**config.mk**
```make
export PLATFORM = sky130hd
export DESIGN_NAME = radix_digit_converter_top
export DESIGN_NICKNAME = d
export VERILOG_FILES = /design/src/rtl/rdc_pkg.sv /design/src/rtl/rdc_ctrl.sv /design/src/rtl/rdc_dp.sv /design/src/rtl/radix_digit_converter_top.sv
export SDC_FILE = /design/constraint.sdc
export NUM_CORES = 1
export LEC_CHECK = 0
export ABC_AREA = 1
export BUFFER_PORTS_ARGS = -buffer_cell sky130_fd_sc_hd__buf_2
export CAP_MARGIN = 0
export CORE_UTILIZATION = 64
export DETAILED_ROUTE_END_ITERATION = 10
export PLACE_DENSITY = 0.89
export SLEW_MARGIN = 20
export SYNTH_ARGS = -nofsm -noshare
export SYNTH_HDL_FRONTEND = slang
export SYNTH_SLANG_ARGS = --single-unit
```
**constraint.sdc**
```tcl
create_clock -name clk -period 8.66 [get_ports clk]
set_input_delay 0.866 -clock clk [delete_from_list [all_inputs] [get_ports clk]]
set_output_delay 0.866 -clock clk [all_outputs]
set_load 0.005 [all_outputs]
```
**src/rtl/rdc_pkg.sv**
```systemverilog
// rdc_pkg: shared constants, types and helper functions for the radix digit converter
// no dependencies; used by rdc_ctrl, rdc_dp, radix_digit_converter_top and rdc_checker
`default_nettype none

package rdc_pkg;

  // field and datapath widths
  localparam int INPUT_BITS = 16;
  localparam int VALUE_W    = 16;
  localparam int RADIX_W    = 4;
  localparam int DIGIT_W    = 4;
  localparam int COUNT_W    = 5;
  localparam int PACKED_W   = 50;
  // packed accumulator: up to nineteen decimal places of value at most 8
  localparam int ACC_W      = 64;
  localparam int MAX_DIGITS = INPUT_BITS;

  // reciprocal division: floor(n / d) == (n * ceil(2^k / d)) >> k for n below 2^(k-4)
  localparam int QUO_SHIFT = INPUT_BITS + 4;
  localparam int RECIP_W   = QUO_SHIFT;
  localparam int PROD_W    = INPUT_BITS + RECIP_W;
  localparam int REM_W     = INPUT_BITS + RADIX_W;

  localparam logic [RECIP_W-1:0] RECIP_2 = RECIP_W'(((64'd1 << QUO_SHIFT) + 64'd1) / 64'd2);
  localparam logic [RECIP_W-1:0] RECIP_3 = RECIP_W'(((64'd1 << QUO_SHIFT) + 64'd2) / 64'd3);
  localparam logic [RECIP_W-1:0] RECIP_4 = RECIP_W'(((64'd1 << QUO_SHIFT) + 64'd3) / 64'd4);
  localparam logic [RECIP_W-1:0] RECIP_5 = RECIP_W'(((64'd1 << QUO_SHIFT) + 64'd4) / 64'd5);
  localparam logic [RECIP_W-1:0] RECIP_6 = RECIP_W'(((64'd1 << QUO_SHIFT) + 64'd5) / 64'd6);
  localparam logic [RECIP_W-1:0] RECIP_7 = RECIP_W'(((64'd1 << QUO_SHIFT) + 64'd6) / 64'd7);
  localparam logic [RECIP_W-1:0] RECIP_8 = RECIP_W'(((64'd1 << QUO_SHIFT) + 64'd7) / 64'd8);
  localparam logic [RECIP_W-1:0] RECIP_9 = RECIP_W'(((64'd1 << QUO_SHIFT) + 64'd8) / 64'd9);

  // packed result saturates at all ones
  localparam logic [ACC_W-1:0] PACKED_MAX = ACC_W'((65'd1 << PACKED_W) - 65'd1);

  // radix register
  localparam logic [RADIX_W-1:0] RADIX_RESET = RADIX_W'(2);
  localparam logic [RADIX_W-1:0] RADIX_MIN   = RADIX_W'(2);
  localparam logic [RADIX_W-1:0] RADIX_MAX   = RADIX_W'(9);

  // configuration port
  localparam int ADDR_W = 3;
  localparam int DATA_W = 32;
  localparam logic [ADDR_W-3:0] REG_RADIX = '0;

  // controller to datapath commands
  typedef struct packed {
    logic load;      // take a new value, clear count and accumulator
    logic advance;   // next quotient into the rest register
    logic push;      // store one digit from the previous rest and quotient
    logic horner;    // fold the top digit into the packed accumulator
    logic out_load;  // move the finished result into the output register
  } rdc_cmd_t;

  // datapath to controller status
  typedef struct packed {
    logic rest_zero;    // quotient just produced is zero
    logic horner_last;  // one packing step remains
  } rdc_status_t;

  // clamp the register value into the supported radix range
  function automatic logic [RADIX_W-1:0] eff_radix(input logic [RADIX_W-1:0] r);
    logic [RADIX_W-1:0] res;
    res = r;
    if (r < RADIX_MIN) res = RADIX_MIN;
    if (r > RADIX_MAX) res = RADIX_MAX;
    return res;
  endfunction

  // reciprocal of the radix for the quotient multiply
  function automatic logic [RECIP_W-1:0] recip(input logic [RADIX_W-1:0] base);
    logic [RECIP_W-1:0] res;
    unique case (base)
      4'd3:    res = RECIP_3;
      4'd4:    res = RECIP_4;
      4'd5:    res = RECIP_5;
      4'd6:    res = RECIP_6;
      4'd7:    res = RECIP_7;
      4'd8:    res = RECIP_8;
      4'd9:    res = RECIP_9;
      default: res = RECIP_2;
    endcase
    return res;
  endfunction

endpackage

`default_nettype wire

```
**src/rtl/rdc_ctrl.sv**
```systemverilog
// rdc_ctrl: sequencing state machine for the radix digit converter
// depends on rdc_pkg for the command and status structs
`default_nettype none

module rdc_ctrl (
  input  wire                   clk,
  input  wire                   rst,
  input  wire                   in_valid,
  output logic                  in_ready,
  output logic                  out_valid,
  input  wire                   out_ready,
  input  rdc_pkg::rdc_status_t  status,
  output rdc_pkg::rdc_cmd_t     cmd
);

  typedef enum logic [2:0] {
    S_IDLE,
    S_PRIME,
    S_STEP,
    S_HORNER,
    S_FINISH
  } state_t;

  state_t state;
  state_t state_next;
  logic   out_free;

  assign in_ready = (state == S_IDLE);
  assign out_free = !out_valid || out_ready;

  // commands and next state
  always_comb begin
    state_next = state;
    cmd        = '0;
    unique case (state)
      S_IDLE: begin
        if (in_valid) begin
          cmd.load   = 1'b1;
          state_next = S_PRIME;
        end
      end
      S_PRIME: begin
        cmd.advance = 1'b1;
        state_next  = S_STEP;
      end
      S_STEP: begin
        cmd.push    = 1'b1;
        cmd.advance = 1'b1;
        if (status.rest_zero) state_next = S_HORNER;
      end
      S_HORNER: begin
        cmd.horner = 1'b1;
        if (status.horner_last) state_next = S_FINISH;
      end
      S_FINISH: begin
        if (out_free) begin
          cmd.out_load = 1'b1;
          state_next   = S_IDLE;
        end
      end
      default: state_next = S_IDLE;
    endcase
  end

  // state and output valid flag
  always_ff @(posedge clk) begin
    if (rst) begin
      state     <= S_IDLE;
      out_valid <= 1'b0;
    end else begin
      state <= state_next;
      if (cmd.out_load) begin
        out_valid <= 1'b1;
      end else if (out_ready) begin
        out_valid <= 1'b0;
      end
    end
  end

endmodule

`default_nettype wire

```
**src/rtl/rdc_dp.sv**
```systemverilog
// rdc_dp: datapath for the radix digit converter
// quotient multiply, digit shift line, decimal packing accumulator, output register; uses rdc_pkg
`default_nettype none

module rdc_dp (
  input  wire                                   clk,
  input  wire  [rdc_pkg::VALUE_W-1:0]           value_in,
  input  wire  [rdc_pkg::RADIX_W-1:0]           radix,
  input  rdc_pkg::rdc_cmd_t                     cmd,
  output rdc_pkg::rdc_status_t                  status,
  output logic [rdc_pkg::PACKED_W-1:0]          digits_as_decimal,
  output logic [rdc_pkg::COUNT_W-1:0]           digit_count
);

  logic [rdc_pkg::INPUT_BITS-1:0] rest;
  logic [rdc_pkg::INPUT_BITS-1:0] prev;
  logic [rdc_pkg::RADIX_W-1:0]    base;
  logic [rdc_pkg::COUNT_W-1:0]    count;
  logic [rdc_pkg::COUNT_W-1:0]    hleft;
  logic [rdc_pkg::ACC_W-1:0]      acc;
  logic [rdc_pkg::DIGIT_W-1:0]    dig [rdc_pkg::MAX_DIGITS];

  logic [rdc_pkg::PROD_W-1:0]     quo_prod;
  logic [rdc_pkg::INPUT_BITS-1:0] quo;
  logic [rdc_pkg::REM_W-1:0]      back_prod;
  logic [rdc_pkg::REM_W-1:0]      rem_full;
  logic [rdc_pkg::DIGIT_W-1:0]    digit;
  logic [rdc_pkg::ACC_W-1:0]      acc_next;
  logic [rdc_pkg::ACC_W-1:0]      acc_sat;

  // quotient of the current rest by reciprocal multiply
  assign quo_prod = rdc_pkg::PROD_W'(rest) * rdc_pkg::PROD_W'(rdc_pkg::recip(base));
  assign quo      = quo_prod[rdc_pkg::PROD_W-1:rdc_pkg::QUO_SHIFT];

  // digit is the previous rest minus the registered quotient times the radix
  assign back_prod = rdc_pkg::REM_W'(rest) * rdc_pkg::REM_W'(base);
  assign rem_full  = rdc_pkg::REM_W'(prev) - back_prod;
  assign digit     = rem_full[rdc_pkg::DIGIT_W-1:0];

  // times ten plus the most significant remaining digit
  assign acc_next = (acc << 3) + (acc << 1) + rdc_pkg::ACC_W'(dig[0]);
  assign acc_sat  = (acc > rdc_pkg::PACKED_MAX) ? rdc_pkg::PACKED_MAX : acc;

  assign status.rest_zero   = (rest == '0);
  assign status.horner_last = (hleft == rdc_pkg::COUNT_W'(1));

  // rest, quotient pipeline and counters
  always_ff @(posedge clk) begin
    if (cmd.load) begin
      rest  <= rdc_pkg::INPUT_BITS'(value_in);
      base  <= rdc_pkg::eff_radix(radix);
      count <= '0;
      acc   <= '0;
    end else begin
      if (cmd.advance) begin
        prev <= rest;
        rest <= quo;
      end
      if (cmd.push) begin
        count <= count + rdc_pkg::COUNT_W'(1);
        hleft <= count + rdc_pkg::COUNT_W'(1);
      end
      if (cmd.horner) begin
        acc   <= acc_next;
        hleft <= hleft - rdc_pkg::COUNT_W'(1);
      end
    end
  end

  // digit shift line: least significant digit enters first, most significant leaves first
  always_ff @(posedge clk) begin
    if (cmd.push) begin
      dig[0] <= digit;
      for (int i = 1; i < rdc_pkg::MAX_DIGITS; i++) begin
        dig[i] <= dig[i-1];
      end
    end else if (cmd.horner) begin
      for (int i = 0; i < rdc_pkg::MAX_DIGITS - 1; i++) begin
        dig[i] <= dig[i+1];
      end
      dig[rdc_pkg::MAX_DIGITS-1] <= '0;
    end
  end

  // output register
  always_ff @(posedge clk) begin
    if (cmd.out_load) begin
      digits_as_decimal <= acc_sat[rdc_pkg::PACKED_W-1:0];
      digit_count       <= count;
    end
  end

endmodule

`default_nettype wire

```
**src/rtl/radix_digit_converter_top.sv**
```systemverilog
// radix_digit_converter_top: top level with the apb radix register, controller and datapath
// depends on rdc_pkg, rdc_ctrl and rdc_dp
`default_nettype none

// Converts an unsigned value to its digits in radix 2 to 9 (register 0, reset 2; values below
// 2 act as 2, above 9 as 9) and returns them packed as a decimal-looking number with the digit
// count, zero giving 0 with one digit. One item is worked on at a time: for a result of n digits
// an item takes n quotient steps through the reciprocal multiplier and then n times-ten packing
// steps through the 64-bit accumulator. The result sits in an output register, so the next item
// is taken while it waits for the consumer. The user must write the radix only while the block
// is idle; the block itself does not enforce this.
module radix_digit_converter_top (
  input  wire                              clk,
  input  wire                              rst,
  // input channel
  input  wire                              in_valid,
  output logic                             in_ready,
  input  wire  [rdc_pkg::VALUE_W-1:0]      value_in,
  // output channel
  output logic                             out_valid,
  input  wire                              out_ready,
  output logic [rdc_pkg::PACKED_W-1:0]     digits_as_decimal,
  output logic [rdc_pkg::COUNT_W-1:0]      digit_count,
  // configuration port
  input  wire                              psel,
  input  wire                              penable,
  input  wire                              pwrite,
  input  wire  [rdc_pkg::ADDR_W-1:0]       paddr,
  input  wire  [rdc_pkg::DATA_W-1:0]       pwdata,
  output logic [rdc_pkg::DATA_W-1:0]       prdata,
  output logic                             pready
);

  logic [rdc_pkg::RADIX_W-1:0] radix;
  logic                        reg_hit;
  rdc_pkg::rdc_cmd_t           cmd;
  rdc_pkg::rdc_status_t        status;

  // register decode
  assign pready  = 1'b1;
  assign reg_hit = (paddr[rdc_pkg::ADDR_W-1:2] == rdc_pkg::REG_RADIX);
  assign prdata  = reg_hit ? rdc_pkg::DATA_W'(radix) : '0;

  // radix register write on the access phase transfer
  always_ff @(posedge clk) begin
    if (rst) begin
      radix <= rdc_pkg::RADIX_RESET;
    end else if (psel && penable && pwrite && pready && reg_hit) begin
      radix <= pwdata[rdc_pkg::RADIX_W-1:0];
    end
  end

  rdc_ctrl u_ctrl (
    .clk       (clk),
    .rst       (rst),
    .in_valid  (in_valid),
    .in_ready  (in_ready),
    .out_valid (out_valid),
    .out_ready (out_ready),
    .status    (status),
    .cmd       (cmd)
  );

  rdc_dp u_dp (
    .clk               (clk),
    .value_in          (value_in),
    .radix             (radix),
    .cmd               (cmd),
    .status            (status),
    .digits_as_decimal (digits_as_decimal),
    .digit_count       (digit_count)
  );

endmodule

`default_nettype wire

```
# Word-level counts from Yosys, hierarchy flattened

Memory sizes are Yosys's and may differ from the RTL's.
Cells that the tools add are included.

$add $sub $neg: 5
Multipliers: 2
Magnitude comparators: 3
Equality and inequality tests: 16
Mux-type cells: 42
Bitwise operators: 18
Reductions and logical operators: 15

Operator list:

| operator                                                               | count |
|---|---|
| 20-bit case mux with 7 select lines                                    | 1 |
| 4-bit two-way mux                                                      | 18 |
| 64-bit by 4-bit adder with 64-bit output                               | 1 |
| 64-bit adder                                                           | 1 |
| 64-bit by 50-bit > comparator with 1-bit output, second input constant | 1 |
| 16-bit by 20-bit multiplier with 36-bit output                         | 1 |
| 16-bit two-way mux                                                     | 2 |
| 4-bit by 3-bit equality test with 1-bit output, second input constant  | 4 |
| 16-bit logical NOT                                                     | 1 |
| 16-bit by 4-bit multiplier with 4-bit output                           | 1 |
| 1-bit bitwise OR                                                       | 16 |
| 3-bit case mux with 5 select lines                                     | 1 |
| 1-bit two-way mux                                                      | 14 |
| 3-bit two-way mux                                                      | 4 |
| 5-bit two-way mux                                                      | 2 |
| 4-bit equality test, second input constant                             | 2 |
| 3-bit by 2-bit equality test with 1-bit output, second input constant  | 2 |
| 2-bit != test, second input constant                                   | 3 |
| 2-bit nonzero test                                                     | 3 |
| 5-bit by 1-bit adder with 5-bit output, second input constant          | 1 |
| 5-bit by 1-bit equality test with 1-bit output, second input constant  | 1 |
| 5-bit by 1-bit subtractor with 5-bit output, second input constant     | 1 |
| 4-bit by 2-bit equality test with 1-bit output, second input constant  | 1 |
| 4-bit > comparator, second input constant                              | 1 |
| other kinds (13)                                                       | 18 |

Register bits: 161
Memory bits (writable): 64
Output and inout bits: 90
Logic and storage cells: 114
Memories: 1

Memory list:

| memory   | depth | width | read ports | clocked after Yosys merged registers in | wr ports | line         | text |
|---|---|---|---|---|---|---|---|
| u_dp.dig | 16    | 4     | 16         | 0                                       | 16       | rdc_dp.sv:21 | `logic [rdc_pkg::DIGIT_W-1:0] dig [rdc_pkg::MAX_DIGITS];` |

# Depth between registers and ports, before layout

Gate-level depths: netlist of run 1.

Depth in word-level cells: 6
Depth in mapped cells: 36
Depth with buffers taken out: 34

# Hierarchy

A second synthesis of run 1 with hierarchy kept.

Cells, all modules: 3,217
Area, all modules: 25,140.4 um2

Modules (own cells, without submodules):

| module                    | instances | cells an instance | area each (um2) |
|---|---|---|---|
| rdc_dp                    | 1         | 3,107             | 24,418.4 |
| radix_digit_converter_top | 1         | 69                | 459.2 |
| rdc_ctrl                  | 1         | 41                | 262.8 |

# Worst setup path before layout of run 1

OpenSTA, ideal clock, no wires.

Kind: register to register
From: register u_dp.base[2] (netlist bit)
To: register u_dp.rest[11] (netlist bit), data pin
Setup time: 253 ps
Data arrival time: 6,117 ps
Slack: 2,290 ps
Cell stages (with the launch flop): 25
Buffers on the path: 1
Cell sequence: edfxtp_1 inv_2 nor2_4 nand2_4 clkinv_1 nor2_1 buf_2 nor2_1 fa_1 fa_1 fa_1 fa_1 fa_1 inv_1 fa_1 inv_1 ha_1 a21o_1 a31o_2 a21oi_1 nor2_1 a211oi_1 nand3_1 nand3_1 nand2_1

Word-level cells in the longest chain between the ends: 5

Ends and longest elaborated chain:

| what                                              | line          | text |
|---|---|---|
| start: declaration                                | rdc_dp.sv:17  | `logic [rdc_pkg::RADIX_W-1:0] base;` |
| start signal: assignment                          | rdc_dp.sv:51  | `base <= rdc_pkg::eff_radix(radix);` |
| 4-bit equality test, or another cell as far along | rdc_pkg.sv:73 | `unique case (base)` |
| 20-bit case mux with 7 select lines *             | rdc_pkg.sv:73 |  |
| 16-bit by 20-bit multiplier with 36-bit output *  | rdc_dp.sv:32  | `assign quo_prod = rdc_pkg::PROD_W'(rest) * rdc_pkg::PROD_W'(rdc_pkg::recip(base));` |
| 16-bit two-way mux *                              | rdc_dp.sv:55  | `if (cmd.advance) begin` |
| 16-bit two-way mux *                              | rdc_dp.sv:49  | `if (cmd.load) begin` |
| end signal: assignment                            | rdc_dp.sv:50  | `rest <= rdc_pkg::INPUT_BITS'(value_in);` |
| end signal: assignment                            | rdc_dp.sv:57  | `rest <= quo;` |
| end: declaration                                  | rdc_dp.sv:15  | `logic [rdc_pkg::INPUT_BITS-1:0] rest;` |

Mark *: on every way between the ends. The rest lies on a longest branch, timed or not. The select of a mux whose other input is x is not followed.
A chain may end at the register's enable or synchronous reset.

# Final worst setup path of run 1

From: register u_dp.base[1] (netlist bit)
To: register u_dp.rest[14] (netlist bit), data pin

Same word-level chain as after synthesis.

==> reports/results.ini, run 1 <==
[placement]
routabilityCongestion = 1.04
io_buffers = 88
dp_hpwl_mm = 51.4

[floorplan]
die_h_um = 200
initial_core_util_pct = 65.0
rows = 72
die_w_um = 200
core_area_mm2 = 0.0386
die-area_mm2 = 0.0400
ios = 148

[sta]
final.setup.tns_ns = 0
setup-violations-final = 0
rsz0062_at_grt = no
min_period_ns = 7.68
fmax_mhz = 130
fin_skew_ns = 0.0183
final_max_slew_viol_count = 0
final_hold_viol_count = 0
relSlewSlack_pct = 18.7
post-route-period-util_pct = 88.6
worst_slew_pin_slew_ns = 1.20

[worst_setup_path]
cp-end-kind = register
rr_endpoint = u_dp.rest[14]$_DFFE_PP_
worstSetupEndpoint = u_dp.rest[14]$_DFFE_PP_
critPathMaxFanout = 10
crit_family = adder cells
cp_slowest_cell = fa_1
r2r_start = u_dp.base[1]$_SDFFCE_PP0P_
r2r_slack_ns = 0.98
arrival_ns = 7.95
cp.buffers_inverters = 8
worstSetupStartpointType = register
cp_data_required_time_ns = 8.94
crit_type = reg2reg
slowest_delay_ns = 0.63
crit_cells = 29
reg2reg_depth = 29
startpoint = u_dp.base[1]$_SDFFCE_PP0P_

[final_layout]
diodes = 0
fillers = 3054
mostFrequentLayoutCells = 715 x nand2_1, 672 x inv_1, 323 x nor2_1
final-seq-area_mm2 = 0.00599
multiInputGateArea_mm2 = 0.0160
final_common_cell = nand2_1
drive_gt1_share_pct = 6.20
final_nets = 3838
area_growth_pct = 6.14

[clock_network]
hold_buffers = 0
insertion_delay_ns = 0.55
cts_setup_buffers = 0
clockBufferDepth = 3
cts_tree = built
cts_made_buffers = 24
cts_sinks = 225
root_buffer = clkbuf_16
clk_pin_slew_ns = 0.06
htreeDepth = 1
postCtsResizedCells = 0

[detailed_routing]
drt-total-wl_mm = 66.1
wl_per_cell_um = 17.3
drc = 0
vias = 21600
first_iter_violations = 2110
dr.pass1.iters = 6
drtAntennaViolNets = 0
routed_via_density = 5.65

[grt]
grt_overflow = 0
grt_pass1_vias = 21400
grt_pass1_wl_mm = 107
grt_max_degree = 98
grt.total_usage_pct = 34.2
antenna_found_initial = 2

[synthesis]
ys_warn_count = 0
synthCells = 3237
synth_area_per_cell_um2 = 7.76
synth_edf_count = 148
synth-seq-area-share_pct = 23.8
synth_cell_types = 57
netlist_area_mm2 = 0.0251
ys_ff_latch = 225
async_flop_share_pct = 0
synth-main-ff-cell = edfxtp_1

[run]
max-cap-violations = 0

[status]
status = completed

[worst_hold_path]
holdCritPathClass = reg2reg

-- layer usage --
metal | up-vias | GRT usage (%) | share of wire [%] | routed length (um)
met5 | - | 0 | 0.033 | 22
met3 | 207 | 10.9 | 12 | 8180
li1 | 10100 | - | - | -
met4 | 4 | 10.6 | 3.4 | 2220
met2 | 1170 | 52.5 | 44 | 28800
met1 | 10100 | 46.2 | 41 | 26800
-- how the worst min path moves through the flow --
| stage | startpoint | end | slack (ns) | cells past startpoint |
|---|---|---|---|---|
| 2_1_floorplan | u_dp.rest[0]$_DFFE_PP_ | u_dp.prev[0]$_DFFE_PP_ | 0.42 | 0 |
| 3_3_place_gp | u_dp.count[4]$_SDFFE_PP0P_ | u_dp.digit_count[4]$_DFFE_PP_ | 0.46 | 0 |
| 3_5_place_dp | radix[0]$_SDFFE_PP0P_ | radix[0]$_SDFFE_PP0P_ | 0.47 | 2 |
| 4_1_cts | radix[0]$_SDFFE_PP0P_ | radix[0]$_SDFFE_PP0P_ | 0.48 | 2 |
| 5_1_grt | u_dp.count[4]$_SDFFE_PP0P_ | u_dp.digit_count[4]$_DFFE_PP_ | 0.51 | 0 |
| 6_report | radix[0]$_SDFFE_PP0P_ | radix[0]$_SDFFE_PP0P_ | 0.49 | 2 |
-- worst min-delay path, stage by stage, from the launching register on --
cell and delay [ns]:
dfxtp_1 0.31, inv_1 0.07, a21oi_1 0.06
-- cells by family after synthesis --
group                      Yosys count  share of synthesized area (%)
adders and majority gates          492                           32.0
AOI/OAI and AO/OA                  416                           9.45
and+or+nand+nor                   1226                           19.8
xor gates and xnor gates            55                           1.92
DFF                                225                           23.8
other                                2                         0.0299
buffers and inverters              821                           12.9
-- final cells by class --
cell class,instances,area share [%]
clock buffers,35,2.45
clock inverters,9,0.352
inverters,716,10.1
multi-input cells,2218,60.1
flip-flops and latches,225,22.5
well taps,518,2.43
repair buffers,104,2.10
-- cells in the mapped netlist, types with 35 or more instances --
library cell / count / area, um2
nand2_1: 717 / 2690
fa_1: 252 / 5040
o21ai_0: 150 / 751
edfxtp_1: 148 / 4440
inv_1: 672 / 2520
nand3_1: 94 / 470
nor2_1: 325 / 1220
dfxtp_1: 77 / 1540
inv_2: 35 / 131
a21oi_1: 131 / 656
clkbuf_1: 60 / 225
ha_1: 239 / 2990
-- metrics by stage --
step,util [%],cell area (um2),setup slack [ns],hold slack [ns],cells
CTS,69.0,26600,1.19,0.482,3825
global route,69.0,26600,0.712,0.512,3825
detailed placement,67.0,25900,1.19,0.471,3781
global placement,67.0,25900,1.26,0.464,3781
finish,69.0,26600,0.984,0.488,3825
floorplan,-,25200,2.29,0.421,3264
-- sequential cells by signal, summed over array words and instances, names as in the netlist --
name and count:
u_dp.count 5, u_ctrl.out_valid 1, u_dp.acc 64, u_dp.prev 4
u_dp.digit_count 5, u_dp.hleft 5, u_ctrl.state 3, u_dp.dig 64
u_dp.digits_as_decimal 50, u_dp.rest 16, radix 4, u_dp.base 4
Power of run 1 is not shown: default switching activity piles up to over one toggle a cycle in this logic, so the estimate is an artifact.
==> inputs of run 2 (changes only) <==
--- a/config.mk
+++ b/config.mk
@@ -11,6 +11,7 @@
 export CORE_UTILIZATION = 64
 export DETAILED_ROUTE_END_ITERATION = 10
 export PLACE_DENSITY = 0.89
+export REMOVE_ABC_BUFFERS = 1
 export SLEW_MARGIN = 20
 export SYNTH_ARGS = -nofsm -noshare
 export SYNTH_HDL_FRONTEND = slang
==> run 2 against run 1 <==
Maximum frequency is 0.59% lower. Via count hardly changed. Global-route usage is 0.23 points higher. Critical endpoint is now u_dp.rest[12]$_DFFE_PP_. Highest routed layer is now met4.
==> reports/results.ini, run 2 (synthesis results as in run 1) <==
[final_layout]
final_common_cell = nand2_1
mostFrequentLayoutCells = 715 x nand2_1, 672 x inv_1, 323 x nor2_1
multiInputGateArea_mm2 = 0.0160
drive_gt1_share_pct = 6.20
top_regs = u_dp.acc: 64 flops, u_dp.dig: 64 flops, u_dp.digits_as_decimal: 50 flops
final_nets = 3837
area_growth_pct = 6.15
diodes = 0
final-seq-area_mm2 = 0.00599
fillers = 3094

[floorplan]
die_h_um = 200
die_w_um = 200
ios = 148
die-area_mm2 = 0.0400
initial_core_util_pct = 65.0
rows = 72
core_area_mm2 = 0.0386

[worst_hold_path]
worstHoldStart = radix[0]$_SDFFE_PP0P_
holdCritPathClass = reg2reg
hold_depth = 2
holdPathEnd = radix[0]$_SDFFE_PP0P_

[grt]
grt_pass1_wl_mm = 107
grt_pass1_vias = 21100
grt_max_degree = 117
antenna_found_initial = 0
grt_overflow = 0
grt.total_usage_pct = 34.4

[sta]
final_hold_viol_count = 0
final_max_slew_viol_count = 0
final.setup.tns_ns = 0
fmax_mhz = 130
relSlewSlack_pct = 29.1
rsz0062_at_grt = no
fin_skew_ns = 0.0112
min_period_ns = 7.72
post-route-period-util_pct = 89.2
setup-violations-final = 0
worst_slew_pin_slew_ns = 1.06

[clock_network]
cts_setup_buffers = 0
insertion_delay_ns = 0.54
clk_pin_slew_ns = 0.06
cts_sinks = 225
clockBufferDepth = 3
hold_buffers = 0
cts_made_buffers = 24
cts_tree = built
htreeDepth = 1
postCtsResizedCells = 0
root_buffer = clkbuf_16

[placement]
io_buffers = 88
dp_hpwl_mm = 53.1
routabilityCongestion = 1.03

[worst_setup_path]
reg2reg_depth = 26
r2r_slack_ns = 0.94
cp-end-kind = register
critPathMaxFanout = 10
slowest_delay_ns = 0.63
critPathMostFrequentCell = fa_1
crit_type = reg2reg
r2r_start = u_dp.base[1]$_SDFFCE_PP0P_
cp_slowest_cell = nor2_1
cp_data_required_time_ns = 8.94
rr_endpoint = u_dp.rest[12]$_DFFE_PP_
arrival_ns = 8.01
worstSetupStartpointType = register

[status]
status = completed

[detailed_routing]
vias = 21600
dr.pass1.iters = 10
drt-total-wl_mm = 67.2
drc = 0
first_iter_violations = 2120
drtAntennaViolNets = 0
routed_via_density = 5.65
wl_per_cell_um = 17.6

[run]
max-cap-violations = 0

-- run 2: final cells by class --
type | instances | area share (%)
sequential | 225 | 22.5
timing repair buffer | 103 | 2.09
clock inverter | 14 | 0.507
tap | 518 | 2.43
inverter | 716 | 10.1
clock buffer | 28 | 2.31
multi-input combinational | 2218 | 60.1
-- run 2: metal layers --
metal | track usage (%) | routed length (um) | up-vias
li1 | - | - | 10200
met1 | 46.9 | 27300 | 10100
met3 | 9.24 | 7700 | 194
met5 | 0 | 0 | -
met4 | 12.3 | 2450 | 0
met2 | 52.9 | 29800 | 1105
-- run 2: how the worst max path moves through the flow --
stage / start / endpoint / slack (ns) / depth (start not counted)
floorplan: u_dp.base[1]$_SDFFCE_PP0P_ / u_dp.rest[11]$_DFFE_PP_ / 2.06 / 25
global placement: u_dp.base[0]$_SDFFCE_PP1P_ / u_dp.rest[12]$_DFFE_PP_ / 1.19 / 25
detailed placement: u_dp.base[1]$_SDFFCE_PP0P_ / u_dp.rest[12]$_DFFE_PP_ / 1.17 / 26
CTS: u_dp.base[0]$_SDFFCE_PP1P_ / u_dp.rest[12]$_DFFE_PP_ / 1.12 / 25
global route: u_dp.base[1]$_SDFFCE_PP0P_ / u_dp.rest[14]$_DFFE_PP_ / 0.74 / 29
finish: u_dp.base[1]$_SDFFCE_PP0P_ / u_dp.rest[12]$_DFFE_PP_ / 0.94 / 26
-- run 2: worst max-delay path, delay by kind of cell (launching register included) --
family	cells	cell delay (ns)
AND/OR/NAND/NOR	8	1.49
flip-flops	1	0.55
adder cells (fa/ha/maj)	7	3.42
buffers and inverters	7	1.03
AO/OA/AOI/OAI	4	0.97
-- run 2: stage by stage --
stage / cell area [um2] / util [%] / worst slack, ns / hold slack [ns] / instances
floorplan: 24700 / - / 2.06 / 0.446 / 3159
global placement: 25900 / 67.0 / 1.19 / 0.464 / 3780
detailed placement: 25900 / 67.0 / 1.17 / 0.478 / 3780
CTS: 26600 / 68.9 / 1.12 / 0.488 / 3822
global route: 26700 / 69.0 / 0.737 / 0.515 / 3822
finish: 26700 / 69.0 / 0.939 / 0.488 / 3822
Power of run 2 is left out for the same reason.
